<file path="src/rtl/core/fixed_point_square_root_q16_core_defines.svh">
// Assertion macros for the square root core top level
`ifndef FIXED_POINT_SQUARE_ROOT_Q16_CORE_DEFINES_SVH
`define FIXED_POINT_SQUARE_ROOT_Q16_CORE_DEFINES_SVH
`ifndef SYNTHESIS
`define FSR_ASSERT(lbl, prop, msg) \
	lbl: assert property (@(posedge clk) disable iff (!arst_n) prop) else $error(msg);
`define FSR_ASSERT_IMP(lbl, ante, cons, msg) \
	`FSR_ASSERT(lbl, (ante) |-> (cons), msg)
`else
`define FSR_ASSERT(lbl, prop, msg)
`define FSR_ASSERT_IMP(lbl, ante, cons, msg)
`endif
`endif

</file>
<file path="src/rtl/core/fsr_pkg.sv">
// Types and constants of the fixed-point square root core
package fsr_pkg;

	localparam int NEWTON_STEPS = 12;
	localparam int CELL_STAGES  = 3;
	// accept edge to the edge that samples done
	localparam int LATENCY      = CELL_STAGES * NEWTON_STEPS + 5;

	localparam logic [3:0]         FRAC_BITS_RESET   = 4'd15;
	localparam logic signed [15:0] HALF_ROOT_TWO_Q15 = 16'sd23170;
	localparam logic signed [17:0] ROOT_TWO_Q15      = 18'sd46340;
	localparam logic signed [16:0] THREE_EIGHTHS_Q15 = 17'sd12288;
	localparam logic signed [16:0] ONE_HALF_Q15      = 17'sd16384;

	// per-sample context carried alongside the estimate
	typedef struct packed {
		logic        valid;
		logic        zero;
		logic [14:0] norm;
		logic [2:0]  half_shift;
	} ctx_t;

endpackage

</file>
<file path="src/rtl/core/fsr_back.sv">
// Multiply by the operand, rescale for the format and undo normalization
module fsr_back import fsr_pkg::*; (
	input  logic               clk,
	input  logic               arst_n,
	input  logic [3:0]         frac_bits,
	input  ctx_t               ctx_in,
	input  logic signed [15:0] y_in,
	output logic               done,
	output logic [14:0]        root
);

	ctx_t               ctx_s1;
	ctx_t               ctx_s2;
	logic signed [15:0] y_s1;
	logic signed [15:0] y_s2;
	logic signed [30:0] n_prod;
	logic [4:0]         ib;
	logic signed [15:0] y_fmt;
	logic signed [15:0] y_shr;
	logic signed [33:0] r_prod;
	logic signed [15:0] y_fin;
	logic               done_q;
	logic [14:0]        root_q;

	assign n_prod = $signed({1'b0, ctx_in.norm}) * y_in;
	assign ib     = 5'd16 - {1'b0, frac_bits};
	assign y_shr  = y_s1 >>> ib[4:1];
	assign r_prod = y_shr * ROOT_TWO_Q15;
	assign y_fin  = y_s2 >>> ctx_s2.half_shift;

	always_comb begin
		y_fmt = y_s1;
		if (ib > 5'd1) begin
			y_fmt = ib[0] ? y_shr : r_prod[30:15];
		end
	end

	always_ff @(posedge clk or negedge arst_n) begin
		if (!arst_n) begin
			ctx_s1 <= '0;
			ctx_s2 <= '0;
			done_q <= 1'b0;
		end else begin
			ctx_s1 <= ctx_in;
			ctx_s2 <= ctx_s1;
			done_q <= ctx_s2.valid;
		end
	end

	always_ff @(posedge clk) begin
		y_s1   <= {n_prod[29:15], 1'b0};
		y_s2   <= y_fmt;
		// drop the estimate for non-positive operands
		root_q <= ctx_s2.zero ? 15'd0 : y_fin[14:0];
	end

	assign done = done_q;
	assign root = root_q;

endmodule

</file>
<file path="config.mk">
export PLATFORM = sky130hd
export DESIGN_NAME = fsr_back
export DESIGN_NICKNAME = d
export VERILOG_FILES = /design/src/rtl/core/fixed_point_square_root_q16_core_defines.svh /design/src/rtl/core/fsr_pkg.sv /design/src/rtl/core/fsr_back.sv
export SDC_FILE = /design/constraint.sdc
export NUM_CORES = 1
export LEC_CHECK = 0
export ABC_AREA = 1
export CORE_ASPECT_RATIO = 0.7
export CORE_MARGIN = 2
export CORE_UTILIZATION = 60
export DETAILED_ROUTE_END_ITERATION = 12
export DONT_BUFFER_PORTS = 1
export GPL_TIMING_DRIVEN = 1
export PLACE_DENSITY = 0.76
export SYNTH_ARGS = -nofsm -noshare
export SYNTH_HDL_FRONTEND = slang
export SYNTH_SLANG_ARGS = --single-unit
</file>
<file path="constraint.sdc">
create_clock -name clk -period 10.4 [get_ports clk]
set_clock_uncertainty 0.1 [all_clocks]
set_input_delay 0 -clock clk [delete_from_list [all_inputs] [get_ports clk]]
set_output_delay 0 -clock clk [all_outputs]
set_load 0.005 [all_outputs]
</file>
==> metrics.md <==
| Metric | Value |
|---|---|
| Register area share after synthesis | 8.122% |
| Wire per inst | between 15 and 20 um |
| CTS Root Cell | clkbuf_16 |
| Antenna Nets Post-Route | 0 |
| Synth area leader | fa_1 |
| CP Launch Type | input pin |
| Total congestion overflow | 0 |
| Die area | about 0.026 sq mm |
| Fin crit share | 72.69% |
| Port buffer count | 0 |
| Netlist cell types | 44 |
| Final Hold Viols | 0 |
| Slew HR | about 38% |
| # DRC | 0 |
| Row cnt | 47 |
| Final-report setup violation count | 0 |
| Pin count of the biggest net entering global routing | 26 |
| First-pass GRT wire length | around 60000 um |
| Core Box Area | 0.02388 sq mm |
| Minimum clock period | 7.559 ns |
| Initial antenna violation count | 0 |
| FMAX | approximately 130 MHz |
| DIE WIDTH | between 150 and 200 um |
| Data required, critical path | 10.52 ns |
| Status | completed |
| Most frequent cells in the layout | 498 x inv_1, 436 x nand2_1, 236 x fa_1, 214 x ha_1, 84 x nor2_1 |
| Gr usage total | between 30% and 40% |
| Worst-Margin Slew | 0.9235 ns |
| Worst path max stage delay | 0.75 ns |
| RSZ-0062 raised after global routing | false |
| Crit end category | register |
| CTS Buffer Depth | 2 |
| Clk Latency, worst-skew pair | 0.33 ns |
| Synthesized Nets | 2414 |
| Number of global-route vias before repair | approximately 12k |
| Mean post-synth cell area | 7.663 sq um |
| Leading cell type in the layout, fill and taps excluded | inv_1 |
| Clk pin slew, worst setup/hold paths | around 0.05 ns |
| Number of max-cap violations | 0 |
| Vias per cell | 5.395 |
| Ranking of synthesized cells by area | fa_1 32%, ha_1 18%, inv_1 13% |
| GPL Wtd Cong | 0.9506 |
| Detailed Routing Iterations Pass 1 | 6 |
| Antenna diodes | 0 |
| Mapped Cells | 1922 |
| CTS Buf Count | 9 |
| Via count | 11.93k |
| Critical setup path kind | input pin to register |
| Clk sink count | 57 |
| Sum Neg Setup Slack | 0 ns |
| Nets | about 2.4k |
| Post-Route WL | 36580 um |
| Worst EP arrival | 7.67 ns |
| Final Slew Violations | 0 |
| Starting density of the core | 61.69% |
| Synthesis warning total | 0 |
| # hold bufs at CTS | 8 |
| Share of layout cells above drive strength 1 | 3.962% |
| Worst hold-check path type | input pin to register |
| HPWL after DPL | approximately 30000 um |
| Worst-path maximum fanout | 25 |
| Slowest-stage cell, CP | o21ai_0 |
| Post-CTS setup buffer count | 0 |
| Post-CTS resize count | 0 |
| Num ports | 58 |
| #FFs+latches synth | 57 |
| Area Growth Syn to Fin | 4.052% |
| Mapped Area | 0.01473 sq mm |
| CTS tree | yes |
| First DRT Iteration DRCs | 1067 |
| CTS H-tree lvls | 3 |
| Chip height | between 100 and 150 um |
| Post-synth top area share | 32.08% |
## final cells by class
class | count | area [sq um]
tap | 318 | 397.9
clock inverter | 7 | 102.6
multi-input combinational | 1300 | 11370
clock buffer | 9 | 225.2
sequential | 57 | 1196
inverter | 505 | 1898
fill | 2114 | 8551
timing repair buffer | 15 | 132.6
## cells by family (layout without fill, tap and decap cells)
kind of cell    after synthesis  after routing  synth area share [%]
flops                        57             57                 8.122
xor+xnor                     34             34                 2.022
mux                           8              8                0.5437
buf+inv                     565            536                 14.66
compound gates              190            190                 7.170
fa+ha+maj                   450            450                 50.26
simple gates                618            618                 17.22
## worst paths after layout
path | from | end | slack [ns] | cells past startpoint
worst max-delay path | frac_bits[0] | y_s2[15] | 2.84 | 29
worst min-delay path | ctx_in[2] | ctx_s1[2] | 0.12 | 1
worst max register to register | y_s1[15] | y_s2[15] | 3.84 | 25
worst min register to register | ctx_s1[1] | ctx_s2[1] | 0.25 | 0
max in group asynchronous | arst_n | ctx_s1[1] | 9.40 | 2
min in group asynchronous | arst_n | ctx_s1[0] | 0.49 | 2
## critical path, delay by kind of cell
kind                     cells  cell delay, ns
adder cells (fa/ha/maj)      8            3.82
AO/OA/AOI/OAI                7            1.71
buffers and inverters        7            1.51
AND/OR/NAND/NOR              6            0.52
XOR/XNOR                     1            0.12
## flip-flops by register name (all words and copies together), names as in the netlist
name / cells
root: 15
y_s1: 15
done: 1
ctx_s1: 5
y_s2: 16
ctx_s2: 5
## synthesized netlist by cell type (all sizes together)
master,number
fa,236
a21o,3
and3,1
ha,214
a211oi,2
clkbuf,47
dfrtp,11
o2111ai,1
dfxtp,46
nor3,7
nand3,46
o21bai,4
nand2,458
a31oi,11
xnor2,13
mux2i,8
nor2,85
a21boi,1
or2,13
a31o,1
a21oi,60
nor4,1
o21a,2
o21ai,96
xor2,21
inv,505
nand4,7
buf,13
o221ai,1
o211ai,7
o221a,1
## layer usage
layer	global-route usage [%]	share of wire, %
met2	45.37	43
met5	0	0
met1	46.72	48
met4	4.444	1.2
met3	6.315	8.6
## metrics by stage
stage | worst slack, ns | instances | hold WS, ns | utilization [%] | area (sq um)
2_1_floorplan | 4.493 | 1922 | -0.3956 | - | 14730
3_3_place_gp | 3.431 | 2187 | -0.3953 | 62.48 | 14920
3_5_place_dp | 3.338 | 2187 | -0.3953 | 62.48 | 14920
4_1_cts | 2.981 | 2211 | 0.1158 | 64.19 | 15320
5_1_grt | 2.322 | 2211 | 0.1122 | 64.19 | 15320
6_report | 2.841 | 2211 | 0.1239 | 64.19 | 15320
Power is left out: the tool's default activity adds up to more than one toggle a clock period on the data nets, which glitch-free logic cannot reach.
