**src/rtl/core/fixed_point_square_root_q16_core_defines.svh**
```systemverilog
// Assertion macros for the square root core top level
`ifndef FIXED_POINT_SQUARE_ROOT_Q16_CORE_DEFINES_SVH
`define FIXED_POINT_SQUARE_ROOT_Q16_CORE_DEFINES_SVH
`ifndef SYNTHESIS
`define FSR_ASSERT(lbl, prop, msg) \
	lbl: assert property (@(posedge clk) disable iff (!arst_n) prop) else $error(msg);
`define FSR_ASSERT_IMP(lbl, ante, cons, msg) \
	`FSR_ASSERT(lbl, (ante) |-> (cons), msg)
`else
`define FSR_ASSERT(lbl, prop, msg)
`define FSR_ASSERT_IMP(lbl, ante, cons, msg)
`endif
`endif

```
**src/rtl/core/fsr_pkg.sv**
```systemverilog
// Types and constants of the fixed-point square root core
package fsr_pkg;

	localparam int NEWTON_STEPS = 12;
	localparam int CELL_STAGES  = 3;
	// accept edge to the edge that samples done
	localparam int LATENCY      = CELL_STAGES * NEWTON_STEPS + 5;

	localparam logic [3:0]         FRAC_BITS_RESET   = 4'd15;
	localparam logic signed [15:0] HALF_ROOT_TWO_Q15 = 16'sd23170;
	localparam logic signed [17:0] ROOT_TWO_Q15      = 18'sd46340;
	localparam logic signed [16:0] THREE_EIGHTHS_Q15 = 17'sd12288;
	localparam logic signed [16:0] ONE_HALF_Q15      = 17'sd16384;

	// per-sample context carried alongside the estimate
	typedef struct packed {
		logic        valid;
		logic        zero;
		logic [14:0] norm;
		logic [2:0]  half_shift;
	} ctx_t;

endpackage

```
**src/rtl/core/fsr_newton_cell.sv**
```systemverilog
// One Newton step on the reciprocal square root estimate, three stages
module fsr_newton_cell import fsr_pkg::*; (
	input  logic               clk,
	input  logic               arst_n,
	input  ctx_t               ctx_in,
	input  logic signed [15:0] y_in,
	output ctx_t               ctx_out,
	output logic signed [15:0] y_out
);

	ctx_t               ctx_s1;
	ctx_t               ctx_s2;
	ctx_t               ctx_s3;
	logic signed [15:0] y_s1;
	logic signed [15:0] y_s2;
	logic signed [15:0] y_s3;
	logic signed [15:0] sq_s1;
	logic signed [15:0] t_s2;
	logic signed [31:0] sq_prod;
	logic signed [31:0] t_prod;
	logic signed [16:0] corr;
	logic signed [32:0] y_prod;
	logic signed [15:0] half;

	always_ff @(posedge clk or negedge arst_n) begin
		if (!arst_n) begin
			ctx_s1 <= '0;
			ctx_s2 <= '0;
			ctx_s3 <= '0;
		end else begin
			ctx_s1 <= ctx_in;
			ctx_s2 <= ctx_s1;
			ctx_s3 <= ctx_s2;
		end
	end

	assign sq_prod = y_in * y_in;
	assign half    = $signed({2'b00, ctx_s1.norm[14:1]});
	assign t_prod  = sq_s1 * half;
	assign corr    = THREE_EIGHTHS_Q15 - $signed({t_s2[15], t_s2});
	assign y_prod  = y_s2 * corr;

	always_ff @(posedge clk) begin
		y_s1  <= y_in;
		sq_s1 <= sq_prod[30:15];
		y_s2  <= y_s1;
		t_s2  <= t_prod[30:15];
		// shift down by 15, times four, keep 16 bits
		y_s3  <= {y_prod[28:15], 2'b00};
	end

	assign ctx_out = ctx_s3;
	assign y_out   = y_s3;

endmodule

```
**config.mk**
```make
export PLATFORM = sky130hd
export DESIGN_NAME = fsr_newton_cell
export DESIGN_NICKNAME = d
export VERILOG_FILES = /design/src/rtl/core/fixed_point_square_root_q16_core_defines.svh /design/src/rtl/core/fsr_pkg.sv /design/src/rtl/core/fsr_newton_cell.sv
export SDC_FILE = /design/constraint.sdc
export NUM_CORES = 2
export LEC_CHECK = 0
export ABC_AREA = 1
export BUFFER_PORTS_ARGS = -buffer_cell sky130_fd_sc_hd__buf_2
export CAP_MARGIN = 20
export CORE_ASPECT_RATIO = 0.5
export CORE_MARGIN = 5
export CORE_UTILIZATION = 60
export CTS_BUF_LIST = sky130_fd_sc_hd__clkbuf_8 sky130_fd_sc_hd__clkbuf_16
export DETAILED_ROUTE_END_ITERATION = 8
export PLACE_DENSITY = 0.83
export RECOVER_POWER = 25
export SETUP_SLACK_MARGIN = 0.05
export SLEW_MARGIN = 40
export SYNTH_ARGS = -nofsm -noshare
export SYNTH_HDL_FRONTEND = slang
export SYNTH_SLANG_ARGS = --single-unit
export TNS_END_PERCENT = 50
```
**constraint.sdc**
```tcl
create_clock -name clk -period 7.4 [get_ports clk]
set_clock_uncertainty 0.1 [all_clocks]
set_input_delay 0.37 -clock clk [delete_from_list [all_inputs] [get_ports clk]]
set_output_delay 0.37 -clock clk [all_outputs]
set_load 0.02 [all_outputs]
```
==> flow_metrics.tcl <==
set metrics [dict create \
    row_count 58 \
    slowest_stage "fa_1" \
    async_reset_ff_frac 0.4348 \
    final_cell_mix "inv_1 (1166), nand2_1 (746), fa_1 (691)" \
    hold_start "y_s1[0]" \
    grtUsageMet2 0.5111 \
    crit_path_max_fanout 7 \
    ys_ff_latch 138 \
    tns_ns 0 \
    yosys_warnings 0 \
    synth_top_flop_cell "dfxtp_1" \
    maxSlewViolCount 0 \
    layout_commonest_cell "inv_1" \
    timing.fmax_ghz 0.1467 \
    grt_overflow_total 0 \
    fillers 3928 \
    synth_cell_type_count 44 \
    clk_pin_slew_ns 0.07 \
    die_h_um 169.5 \
    firstDrtPassIters 6 \
    hold_violations 0 \
    syn_inst 3652 \
    cts_buffers 17 \
    use_met1 0.3551 \
    fin_crit_ns 6.816 \
    area_growth_pct 5.811 \
    drt.antenna.violating_nets 0 \
    multiInputGateArea_um2 22620 \
    regArea_um2 3063 \
    rsz0062_at_grt "no" \
    drive_above_1_share 0.03999 \
    ys_seq_area_frac 0.1004 \
    status "finished, final reports clean" \
    place.gp.congestion 0.9929 \
    vias 23144 \
    port_buffers 71 \
    maxCapViolations 0 \
    tritoncts "built" \
    crit_top_cell "fa_1" \
    fin_crit_sh 0.9210 \
    cts-root-buf "clkbuf_16" \
    grt_pass1_wl_mm 128.0 \
    clock_latency_ns 0.46 \
    crit_arrival_ns 7.07 \
    dpl.hpwl_mm 61.75 \
    grt.met3_usage 0.05755 \
    r2r_start "t_s2[1]" \
    start_util 0.6067 \
    grt_pass1_vias 26196 \
    drc 0 \
    clockBufferDepth 2 \
    core-area_um2 50290 \
    grt_max_degree 61 \
    routed_via_density 5.271 \
    hold_class "flip-flop to flip-flop" \
    slew_headroom 0.01625 \
    cts-resized-gates 0 \
    busiest_layer "met2" \
    reg2reg_slack_ns 0.58 \
    antenna_found_initial 2 \
    setup_viol 0 \
    worstMarginPinSlew_ns 1.476 \
    wl_per_cell_um 17.16 \
    die_x_um 328.9 \
    antennaDiodeCount 0 \
    synth_area_per_cell_um2 8.355 \
    critical_path_class "flip-flop to flip-flop" \
    synth-edff-count 0 \
    max_stage_delay_ns 0.58 \
    end_kind "flip-flop" \
    timing.rr.end "y_out[14]" \
    clock_sinks 138 \
    drt_wl_total_mm 75.35 \
    whs_path_depth 0 \
    htree_levels 4 \
    worst_hold_path.endpoint "y_s2[0]" \
    post_cts_buffers 0 \
    dieArea_um2 55740 \
    worstPathRequired_ns 7.65 \
    num_io_pins 74 \
    rr_worst_depth 26 \
    drt-initial-drc-count 1995 \
    nNetsFinal 4648 \
    syn-cell-area_um2 30510 \
    worst_setup_path_start_kind "flip-flop" \
    grt_usage 0.2878 \
]
how the worst max path moves through the flow:
stage	startpoint	to	slack, ns
6_report	t_s2[1]	y_out[14]	0.58
3_5_place_dp	t_s2[1]	y_out[14]	0.63
5_1_grt	t_s2[1]	y_out[12]	0.16
4_1_cts	t_s2[1]	y_out[14]	0.62
2_1_floorplan	t_s2[0]	y_out[9]	1.24
3_3_place_gp	t_s2[1]	y_out[14]	0.79
stage by stage:
step / hold slack, ns / std cells / setup WS, ns / cell area [µm²] / utilization
2_1_floorplan: -0.02559 / 3653 / 1.241 / 30520 / -
3_3_place_gp: 0.2105 / 4338 / 0.7891 / 31520 / 0.6267
3_5_place_dp: 0.2132 / 4338 / 0.6251 / 31520 / 0.6267
4_1_cts: 0.1076 / 4391 / 0.6152 / 32310 / 0.6424
5_1_grt: 0.2381 / 4391 / 0.1600 / 32280 / 0.6420
6_report: 0.2285 / 4391 / 0.5843 / 32280 / 0.6420
state kept, by name, summed over array words and instances (netlist names):
signal and cells:
y_out 14, y_s1 16, t_s2 16, ctx_out 20, sq_s1 16, y_s2 16
ctx_s1 20, ctx_s2 20
cell families (layout without fill, tap and decap cells):
family,count (synthesis),in the layout,share of synthesized area
compound gates,201,201,0.03781
xor+xnor,73,73,0.02095
fa+ha+maj,922,922,0.5481
buf+inv,1282,1330,0.1583
flops,138,138,0.1004
other cells,1,2,0.0001229
simple gates,1035,1035,0.1343
critical path: cells and delay by family, from the launching register on:
family | cells | cell delay (ns)
AND/OR/NAND/NOR | 11 | 1.77
adder cells (fa/ha/maj) | 8 | 3.54
flip-flops | 1 | 0.29
XOR/XNOR | 1 | 0.43
buffers and inverters | 6 | 0.61
cells in the mapped netlist (all sizes together), types with 8 or more instances:
| library cell | instances | area [µm²] |
|---|---|---|
| inv | 1173 | 4403 |
| nand2 | 750 | 2830 |
| fa | 691 | 13830 |
| ha | 231 | 2890 |
| nor2 | 195 | 749.5 |
| clkbuf | 90 | 337.8 |
| a21oi | 89 | 445.4 |
| dfxtp | 78 | 1562 |
| o21ai | 61 | 316.5 |
| dfrtp | 60 | 1501 |
| nand3 | 47 | 272.8 |
| xor2 | 43 | 376.6 |
| xnor2 | 30 | 262.8 |
| nor3 | 19 | 95.09 |
| a31oi | 12 | 75.07 |
| clkinv | 10 | 37.54 |
| o21bai | 10 | 82.58 |
| buf | 9 | 52.55 |
| nand4 | 9 | 56.30 |
| nor4 | 8 | 50.05 |
metal layers:
metal	routed length [µm]	part of all wire
met1	28840	0.38
met2	37080	0.49
met3	6357	0.084
met4	3073	0.041
met5	0	0
timing repair:
item,CTS,global route
hold buffers,21,0
endpoints found under the hold margin,80,0
setup endpoints to repair,0,0
layout make-up:
cell class | instances | area share
Clock buffer | 17 | 0.01318
Clock inverter | 15 | 0.004767
Inverter | 1183 | 0.1375
Multi-Input combinational cell | 2233 | 0.7008
Sequential cell | 138 | 0.09487
Tap cell | 690 | 0.02674
Timing Repair Buffer | 115 | 0.02213
Power is left out: the tool's default activity adds up to more than one toggle a clock period on the data nets, which glitch-free logic cannot reach.
