$ cat src/rtl/core/fixed_point_square_root_q16_core_defines.svh
// Assertion macros for the square root core top level
`ifndef FIXED_POINT_SQUARE_ROOT_Q16_CORE_DEFINES_SVH
`define FIXED_POINT_SQUARE_ROOT_Q16_CORE_DEFINES_SVH
`ifndef SYNTHESIS
`define FSR_ASSERT(lbl, prop, msg) \
	lbl: assert property (@(posedge clk) disable iff (!arst_n) prop) else $error(msg);
`define FSR_ASSERT_IMP(lbl, ante, cons, msg) \
	`FSR_ASSERT(lbl, (ante) |-> (cons), msg)
`else
`define FSR_ASSERT(lbl, prop, msg)
`define FSR_ASSERT_IMP(lbl, ante, cons, msg)
`endif
`endif

$ cat src/rtl/core/fsr_pkg.sv
// Types and constants of the fixed-point square root core
package fsr_pkg;

	localparam int NEWTON_STEPS = 12;
	localparam int CELL_STAGES  = 3;
	// accept edge to the edge that samples done
	localparam int LATENCY      = CELL_STAGES * NEWTON_STEPS + 5;

	localparam logic [3:0]         FRAC_BITS_RESET   = 4'd15;
	localparam logic signed [15:0] HALF_ROOT_TWO_Q15 = 16'sd23170;
	localparam logic signed [17:0] ROOT_TWO_Q15      = 18'sd46340;
	localparam logic signed [16:0] THREE_EIGHTHS_Q15 = 17'sd12288;
	localparam logic signed [16:0] ONE_HALF_Q15      = 17'sd16384;

	// per-sample context carried alongside the estimate
	typedef struct packed {
		logic        valid;
		logic        zero;
		logic [14:0] norm;
		logic [2:0]  half_shift;
	} ctx_t;

endpackage

$ cat src/rtl/core/fsr_front.sv
// Normalization and initial reciprocal square root guess
module fsr_front import fsr_pkg::*; (
	input  logic               clk,
	input  logic               arst_n,
	input  logic               take,
	input  logic signed [15:0] value,
	output ctx_t               ctx,
	output logic signed [15:0] y
);

	logic [3:0]  msb;
	logic [3:0]  lead;
	logic [14:0] norm_d;
	ctx_t        ctx_s1;
	ctx_t        ctx_s2;
	logic signed [16:0] diff;
	logic signed [32:0] prod;
	logic signed [15:0] y_s2;

	always_comb begin
		msb = 4'd0;
		for (int i = 0; i < 15; i++) begin
			if (value[i]) begin
				msb = 4'(i);
			end
		end
		lead   = 4'd14 - msb;
		norm_d = value[14:0] << {lead[3:1], 1'b0};
	end

	always_ff @(posedge clk or negedge arst_n) begin
		if (!arst_n) begin
			ctx_s1 <= '0;
			ctx_s2 <= '0;
		end else begin
			ctx_s1.valid      <= take;
			ctx_s1.zero       <= (value == 16'sd0) || value[15];
			ctx_s1.norm       <= norm_d;
			ctx_s1.half_shift <= lead[3:1];
			ctx_s2            <= ctx_s1;
		end
	end

	always_ff @(posedge clk) begin
		y_s2 <= HALF_ROOT_TWO_Q15 - prod[30:15];
	end

	// linear guess around one half
	assign diff = $signed({2'b00, ctx_s1.norm}) - ONE_HALF_Q15;
	assign prod = HALF_ROOT_TWO_Q15 * diff;

	assign ctx = ctx_s2;
	assign y   = y_s2;

endmodule

$ cat config.mk
export PLATFORM = sky130hd
export DESIGN_NAME = fsr_front
export DESIGN_NICKNAME = d
export VERILOG_FILES = /design/src/rtl/core/fixed_point_square_root_q16_core_defines.svh /design/src/rtl/core/fsr_pkg.sv /design/src/rtl/core/fsr_front.sv
export SDC_FILE = /design/constraint.sdc
export NUM_CORES = 1
export LEC_CHECK = 0
export BUFFER_PORTS_ARGS = -buffer_cell sky130_fd_sc_hd__buf_2
export CAP_MARGIN = 20
export CORE_MARGIN = 5
export CORE_UTILIZATION = 55
export CTS_BUF_LIST = sky130_fd_sc_hd__clkbuf_2
export CTS_CLUSTER_DIAMETER = 200
export DETAILED_ROUTE_END_ITERATION = 7
export GPL_TIMING_DRIVEN = 0
export MAX_ROUTING_LAYER = met4
export PLACE_DENSITY = 0.83
export SKIP_LAST_GASP = 1
export SYNTH_ARGS = -nofsm -noshare
export SYNTH_HDL_FRONTEND = slang
export SYNTH_SLANG_ARGS = --single-unit
$ cat constraint.sdc
create_clock -name clk -period 5.3 [get_ports clk]
set_input_delay 0.265 -clock clk [delete_from_list [all_inputs] [get_ports clk]]
set_output_delay 0.265 -clock clk [all_outputs]
set_load 0.02 [all_outputs]
==> flow_metrics.py, run 1 <==
metrics = {
    "outcome": {
        "status": "complete, but fails checks",
        "violations": "negative setup slack",
    },
    "worst_setup_path": {
        "r2r-start": "ctx_s1[9]",
        "crit_required_ps": 5850,
        "crit_type": "reg -> reg",
        "crit_path_end_kind": "flop",
        "ff2ff_path_depth": 19,
        "start_kind": "flop",
        "crit_fanout": 6,
        "startpoint": "ctx_s1[9]",
        "r2r-end": "y[15]",
        "cp.arrival_ps": 6170,
        "r2r_slack_ps": -320,
    },
    "detailed_routing": {
        "firstDrtPassIters": 4,
        "dr.first_iter.drc_count": 225,
        "viasPerCell": 5.701,
        "postRouteAntennaNets": 0,
        "wl_mm": 16.10,
        "wl_per_cell_um": 18.73,
        "drc": 0,
        "num_vias": 4903,
    },
    "synthesis": {
        "synth_edf_count": 0,
        "ys.flop_type": "dfrtp_1",
        "synthArstFlopShare": 0.7143,
        "yosysTopAreaCellShare": 0.2363,
        "synth_nets": 779,
        "netlist_area_um2": 5983,
        "synthCells": 592,
        "synth_cell_types": 72,
        "synth_area_leaders": "ha_1 (24%), fa_1 (18%), dfrtp_1 (17%)",
        "synth_seq_cells": 56,
        "syn_area_per_cell_um2": 10.11,
        "ys_warn_count": 0,
        "seq_area_frac_synth": 0.2208,
        "synth_most_common_cell": "ha_1",
        "synth_area_leader_cell": "ha_1",
        "synthTopCellsByCount": "ha_1 (113), inv_1 (103), fa_1 (55)",
    },
    "floorplanning": {
        "die_h_um": 114.3,
        "die_area_um2": 13060,
        "start_util": 0.5568,
        "rows": 38,
        "fp.coreArea_um2": 10750,
        "io_pins": 55,
        "die_w_um": 114.3,
    },
    "timing": {
        "setup_ws_ps": -318.5,
        "fin_crit_ps": 5618,
        "tightest_slew_ps": 835.0,
        "slew_viol_final": 0,
        "setup_viol": 8,
        "clock_skew_ps": 60.47,
        "rsz0062_at_grt": "true",
        "period_share": 1.060,
        "maxSlewHeadroom": 0.4434,
        "timing.fmax_mhz": 178.0,
        "hold_viol": 0,
    },
    "cells_and_area": {
        "instances_no_fill": 860,
        "area_growth_pct": 29.80,
        "finalNetCount": 905,
        "layout-drive-gt1-share": 0.3366,
    },
    "job": {
        "max_cap_viol_count": 0,
    },
    "clock_tree": {
        "clk_path_buf_depth": 2,
        "htreeDepth": 2,
        "clockRootBuffer": "clkbuf_2",
        "clock_sinks": 56,
        "cts_tree": "yes",
        "path_clk_slew_ps": 360,
        "clk_latency_ps": 580,
        "cts_buffers": 5,
    },
    "grt": {
        "grt_start_max_net_pins": 41,
        "antenna_found_initial": 1,
        "grt_pass1_vias": 5224,
        "overflow": 0,
        "grt_pass1_wl_mm": 24.76,
        "track_usage": 0.2457,
    },
    "hold_path": {
        "min_path_cells": 3,
        "hold_path_class": "in -> reg",
        "holdPathEnd": "ctx_s1[11]",
        "worstHoldStart": "value[0]",
    },
    "placed_design": {
        "io_buffers": 54,
        "placed_cells": 786,
        "hpwl_mm": 10.56,
        "gp_congestion": 0.9029,
    },
}
[layout make-up]
class | count | area [µm²]
sequential | 56 | 1336
multi-input combinational | 423 | 4955
clock buffer | 5 | 25.02
tap | 140 | 175.2
clock inverter | 3 | 33.78
buffer | 9 | 42.54
inverter | 103 | 392.9
fill | 683 | 2979
antenna | 1 | 2.502
timing repair buffer | 120 | 803.3
[per-stage QoR]
step	setup slack, ps	hold slack [ps]	TNS, ps	cell area, µm²	util
after global placement	-458.2	339.5	-1607	6726	0.6260
after global routing	-462.7	31.15	-2638	7766	0.7228
after CTS	-167.3	21.25	-344.8	7432	0.6917
final	-318.5	30.92	-1478	7766	0.7228
after floorplan	0.09104	-30.59	0	6281	-
after detailed placement	-563.4	335.5	-2345	6726	0.6260
[critical path: stages (launching register included)]
cell and delay (ps):
dfrtp_2 580, ha_4 300, inv_4 30, fa_2 570, fa_1 440, fa_1 500
inv_2 40, fa_1 480, ha_4 310, ha_4 220, a211o_4 390, a211o_1 270
o211ai_1 320, a211oi_4 150, a31oi_4 210, a311oi_4 140, o21ai_2 210, buf_4 140
mux2i_2 200, nor3_2 60
[state kept, by name, summed over array words and instances, names as in the netlist]
| name | cells |
|---|---|
| ctx | 20 |
| ctx_s1 | 20 |
| y | 16 |
[cell families (layout without fill, tap and decap cells)]
kind of cell / Yosys count / in the layout / share of synthesized area
AND/OR/NAND/NOR: 118 / 118 / 0.09996
AO/OA/AOI/OAI: 100 / 100 / 0.1244
multiplexers: 15 / 15 / 0.02823
flip-flops: 56 / 56 / 0.2208
other: 0 / 1 / 0
XOR/XNOR: 22 / 22 / 0.03472
adder cells (fa/ha/maj): 168 / 168 / 0.4203
buffers and inverters: 113 / 240 / 0.07152
[placed cells by master (no fill, tap or decap), types with 5 or more instances in the layout]
master / count
inv_1: 98
ha_1: 83
buf_2: 55
buf_4: 54
fa_1: 52
nor2_1: 30
nand2_1: 29
ha_4: 28
dfrtp_1: 28
a21oi_1: 17
dfxtp_1: 16
dfrtp_2: 12
xnor2_1: 10
nor3_1: 9
nand3_1: 8
mux2i_1: 8
a21o_1: 7
clkbuf_1: 7
buf_6: 7
o21ai_0: 6
dlygate4sd3_1: 6
a211oi_1: 5
a211o_1: 5
nor4_1: 5
xor2_1: 5
mux2_2: 5
clkbuf_2: 5
[repair_timing]
| item | in CTS | in global routing |
|---|---|---|
| gates resized for setup | 50 | 33 |
| endpoints found under the setup margin | 9 | 12 |
| pin swaps | 55 | 40 |
| hold buffers | 4 | 2 |
| endpoints found under the hold margin | 43 | 2 |
| setup buffers | 47 | 14 |
[layer usage]
layer,GRT usage,vias up,part of all wire
li1,-,2276,-
met1,0.2702,2437,0.38
met2,0.4387,134,0.54
met3,0.04598,56,0.039
met4,0.09660,0,0.039
met5,-,-,0
[worst max path at each step]
stage	end	slack, ps	depth (start not counted)
2_1_floorplan	y[15]	0.09	19
3_3_place_gp	y[15]	-460	18
3_5_place_dp	y[15]	-560	18
4_1_cts	y[15]	-170	20
5_1_grt	y[15]	-460	19
6_report	y[15]	-320	19
Power of run 1 is left out: the tool's default activity adds up to more than one toggle a clock period on the data nets, which glitch-free logic cannot reach.
==> inputs of run 2 (changes only) <==
Settings changed: SKIP_CTS_REPAIR_TIMING from default to 1.
==> flow_metrics.py, run 2 (synthesized netlist as in run 1, its figures left out) <==
metrics = {
    "outcome": {
        "status": "complete, but fails checks",
        "violations": "negative setup slack",
    },
    "timing": {
        "maxSlewHeadroom": 0.4380,
        "fin_crit_ps": 5753,
        "period_share": 1.086,
        "clock_skew_ps": 61.30,
        "tns_ps": -2401,
        "timing.fmax_mhz": 173.8,
        "setup_ws_ps": -453.4,
        "hold_viol": 0,
        "rsz0062_at_grt": "true",
        "setup_viol": 10,
        "slew_viol_final": 0,
        "tightest_slew_ps": 843.0,
        "hold_slack_ps": 30.80,
    },
    "cells_and_area": {
        "area_growth_pct": 25.70,
        "layout_common_cells": "inv_1 (98), ha_1 (85), buf_2 (55), fa_1 (54), buf_4 (42)",
        "final_common_cell": "inv_1",
        "finalNetCount": 888,
        "layout-drive-gt1-share": 0.3077,
        "stdcell_area_um2": 7521,
        "instances_no_fill": 843,
    },
    "floorplanning": {
        "start_util": 0.5568,
        "die_w_um": 114.3,
        "die_h_um": 114.3,
        "fp.coreArea_um2": 10750,
        "die_area_um2": 13060,
        "rows": 38,
        "io_pins": 55,
    },
    "hold_path": {
        "hold_path_class": "in -> reg",
    },
    "clock_tree": {
        "htreeDepth": 2,
        "cts_buffers": 5,
        "clk_path_buf_depth": 2,
        "clock_sinks": 56,
        "path_clk_slew_ps": 360,
        "cts_tree": "yes",
        "clk_latency_ps": 590,
        "clockRootBuffer": "clkbuf_2",
    },
    "detailed_routing": {
        "viasPerCell": 5.651,
        "dr.first_iter.drc_count": 270,
        "firstDrtPassIters": 7,
        "drc": 0,
        "postRouteAntennaNets": 0,
        "num_vias": 4764,
        "wl_per_cell_um": 17.64,
        "wl_mm": 14.87,
    },
    "placed_design": {
        "io_buffers": 54,
        "place_area_um2": 6726,
        "placed_cells": 786,
        "gp_congestion": 0.9029,
        "hpwl_mm": 10.56,
    },
    "grt": {
        "grt_pass1_wl_mm": 21.71,
        "grt_pass1_vias": 4803,
        "antenna_found_initial": 1,
        "overflow": 0,
        "grt_start_max_net_pins": 41,
        "track_usage": 0.2126,
    },
    "job": {
        "max_cap_viol_count": 0,
    },
    "worst_setup_path": {
        "cp.arrival_ps": 6300,
        "crit_fanout": 7,
        "crit_required_ps": 5850,
        "start_kind": "flop",
        "crit_path_end_kind": "flop",
        "crit_type": "reg -> reg",
    },
}
## run 2: cell count changes in the layout (fill, tap and decap cells not counted), sizes merged
cell and delta:
dlygate4sd3 -2, buf -15
## run 2: routing by layer
metal | track usage | wire [µm] | up-vias
met3 | 0.03911 | 566 | 36
met4 | 0.05938 | 462 | 0
met2 | 0.3790 | 7870 | 123
li1 | - | - | 2247
met1 | 0.2452 | 5969 | 2358
met5 | - | 0 | -
## run 2: worst max-delay path, stage by stage, from the launching register on
cell,delay (ps)
dfrtp_2,610
ha_4,310
inv_2,30
fa_1,510
fa_1,440
fa_1,510
inv_2,50
fa_1,590
ha_4,230
ha_4,250
a211o_4,380
a21oi_4,200
o21ai_4,120
xor2_4,210
nor4_4,410
buf_4,200
a311oi_4,100
o21ai_2,210
mux2i_1,270
nor3_2,70
## run 2: through the flow
step,util,setup WS [ps]
floorplan,-,0.09104
global placement,0.6260,-458.2
detailed placement,0.6260,-563.4
CTS,0.6315,-594.4
global route,0.6999,-592.5
finish,0.6999,-453.4
## run 2: final cells by class
cell class / instances / area (µm²)
Antenna cell: 1 / 2.502
Multi-Input combinational cell: 423 / 4856
Inverter: 103 / 390.4
Clock buffer: 5 / 25.02
Clock inverter: 3 / 33.78
Sequential cell: 56 / 1336
Timing Repair Buffer: 102 / 648.1
Buffer: 10 / 53.80
Fill cell: 730 / 3224
Tap cell: 140 / 175.2
## run 2: path summary, 6_finish.rpt
check,start,endpoint,slack (ps),cells past startpoint
setup / recovery,ctx_s1[9],y[15],-450,19
max in group asynchronous,arst_n,ctx_s1[12],4420,2
hold / removal,value[0],ctx_s1[11],30,3
setup reg to reg,ctx_s1[9],y[15],-450,19
min in group asynchronous,arst_n,ctx[14],240,2
hold reg to reg,ctx_s1[2],ctx[2],390,0
Power of run 2 is left out for the same reason.
==> inputs of run 3 (changes only) <==
Settings changed: CORE_MARGIN 5 to 1.5.
==> flow_metrics.py, run 3 (synthesized netlist as in run 1, its figures left out) <==
metrics = {
    "floorplanning": {
        "io_pins": 55,
        "start_util": 0.5719,
        "fp.coreArea_um2": 10460,
        "rows": 37,
        "die_area_um2": 11510,
        "die_w_um": 107.3,
        "die_h_um": 107.3,
    },
    "timing": {
        "rsz0062_at_grt": "true",
        "setup_viol": 5,
        "timing.fmax_mhz": 179.1,
        "period_share": 1.053,
        "setup_ws_ps": -282.0,
        "clock_skew_ps": 62.63,
        "hold_viol": 0,
        "fin_crit_ps": 5582,
        "hold_slack_ps": 69.51,
        "tightest_slew_ps": 845.7,
        "slew_viol_final": 0,
        "maxSlewHeadroom": 0.4362,
    },
    "job": {
        "max_cap_viol_count": 0,
    },
    "worst_setup_path": {
        "cp_slowest_cell": "dfrtp_2",
        "crit_type": "reg -> reg",
        "worstPathCellList": "ha_4 -> inv_2 -> fa_1 -> inv_2 -> fa_1 -> fa_1 -> fa_1 -> ha_1 -> ha_1 -> buf_6 -> nand4_1 -> a211oi_2 -> nor2_4 -> a41o_1 -> or2_4 -> a311oi_4 -> o21ai_2 -> a221o_1 -> nor3_2",
        "crit_required_ps": 5850,
        "worst_path_largest_cell_delay_ps": 530,
        "crit_fanout": 6,
        "cp.arrival_ps": 6130,
        "start_kind": "flop",
        "cp_common_cell": "fa_1",
        "crit_path_end_kind": "flop",
    },
    "cells_and_area": {
        "layout-drive-gt1-share": 0.3145,
        "layout_common_cells": "inv_1 (97), ha_1 (87), buf_2 (55), fa_1 (54), buf_4 (50)",
        "nFillCells": 701,
        "final_common_cell": "inv_1",
        "finalNetCount": 895,
        "regArea_um2": 1340,
        "instances_no_fill": 845,
        "multi_input_area_um2": 4851,
        "num_antenna_cells": 0,
        "area_growth_pct": 26.35,
    },
    "clock_tree": {
        "clk_path_buf_depth": 2,
        "htreeDepth": 2,
        "path_clk_slew_ps": 370,
        "cts_tree": "yes",
        "cts_buffers": 5,
        "clk_latency_ps": 570,
        "clock_sinks": 56,
        "clockRootBuffer": "clkbuf_2",
    },
    "placed_design": {
        "hpwl_mm": 10.28,
        "io_buffers": 54,
        "gp_congestion": 0.9633,
        "placed_cells": 782,
    },
    "detailed_routing": {
        "wl_per_cell_um": 17.33,
        "num_vias": 4788,
        "drc": 0,
        "wl_mm": 14.64,
        "dr.first_iter.drc_count": 249,
        "firstDrtPassIters": 4,
        "postRouteAntennaNets": 0,
        "viasPerCell": 5.666,
    },
    "hold_path": {
        "hold_path_class": "in -> reg",
    },
    "grt": {
        "grt_pass1_vias": 4655,
        "antenna_found_initial": 0,
        "overflow": 0,
        "grt_start_max_net_pins": 41,
        "track_usage": 0.2374,
        "grt_pass1_wl_mm": 21.02,
    },
    "outcome": {
        "status": "complete, but fails checks",
        "violations": "negative setup slack",
    },
}
run 3: path summary, 6_finish.rpt:
check                      cells after the start  startpoint  slack, ps    endpoint
hold / removal                                 3    value[3]         70   ctx_s1[8]
min in group asynchronous                      2      arst_n        260  ctx_s1[16]
hold reg to reg                                0   ctx_s1[2]        360      ctx[2]
max in group asynchronous                      2      arst_n       4400   ctx_s1[5]
setup reg to reg                              19  ctx_s1[12]       -280       y[15]
setup / recovery                              19  ctx_s1[12]       -280       y[15]
run 3: critical path: cells and delay by family, from the launching register on:
kind / cells / cell delay, ps
AOI/OAI and AO/OA: 5 / 1350
adders and majority gates: 7 / 2780
buffers and inverters: 3 / 200
DFF: 1 / 530
and+or+nand+nor: 4 / 700
run 3: routing by layer:
metal / track usage / part of all wire
met2: 0.4263 / 0.52
met4: 0.07714 / 0.030
met5: - / 0
met1: 0.2720 / 0.40
met3: 0.03450 / 0.041
run 3: final cells by class:
type                       instances  area share
buffer                             9    0.005627
tap                              136     0.02251
inverter                         103     0.05164
clock inverter                     3    0.004469
timing repair buffer             110     0.09351
sequential                        56      0.1773
clock buffer                       5    0.003310
multi-input combinational        423      0.6417
run 3: per-stage QoR:
step | TNS (ps) | utilization | worst slack (ps) | instance area [µm²]
global placement | -1602 | 0.6424 | -458.6 | 6721
finish | -597.2 | 0.7226 | -282.0 | 7560
global route | -1610 | 0.7226 | -454.3 | 7560
CTS | -2440 | 0.6481 | -613.7 | 6780
detailed placement | -2336 | 0.6424 | -586.4 | 6721
floorplan | 0 | - | 0.09104 | 6281
Power of run 3 is left out for the same reason.
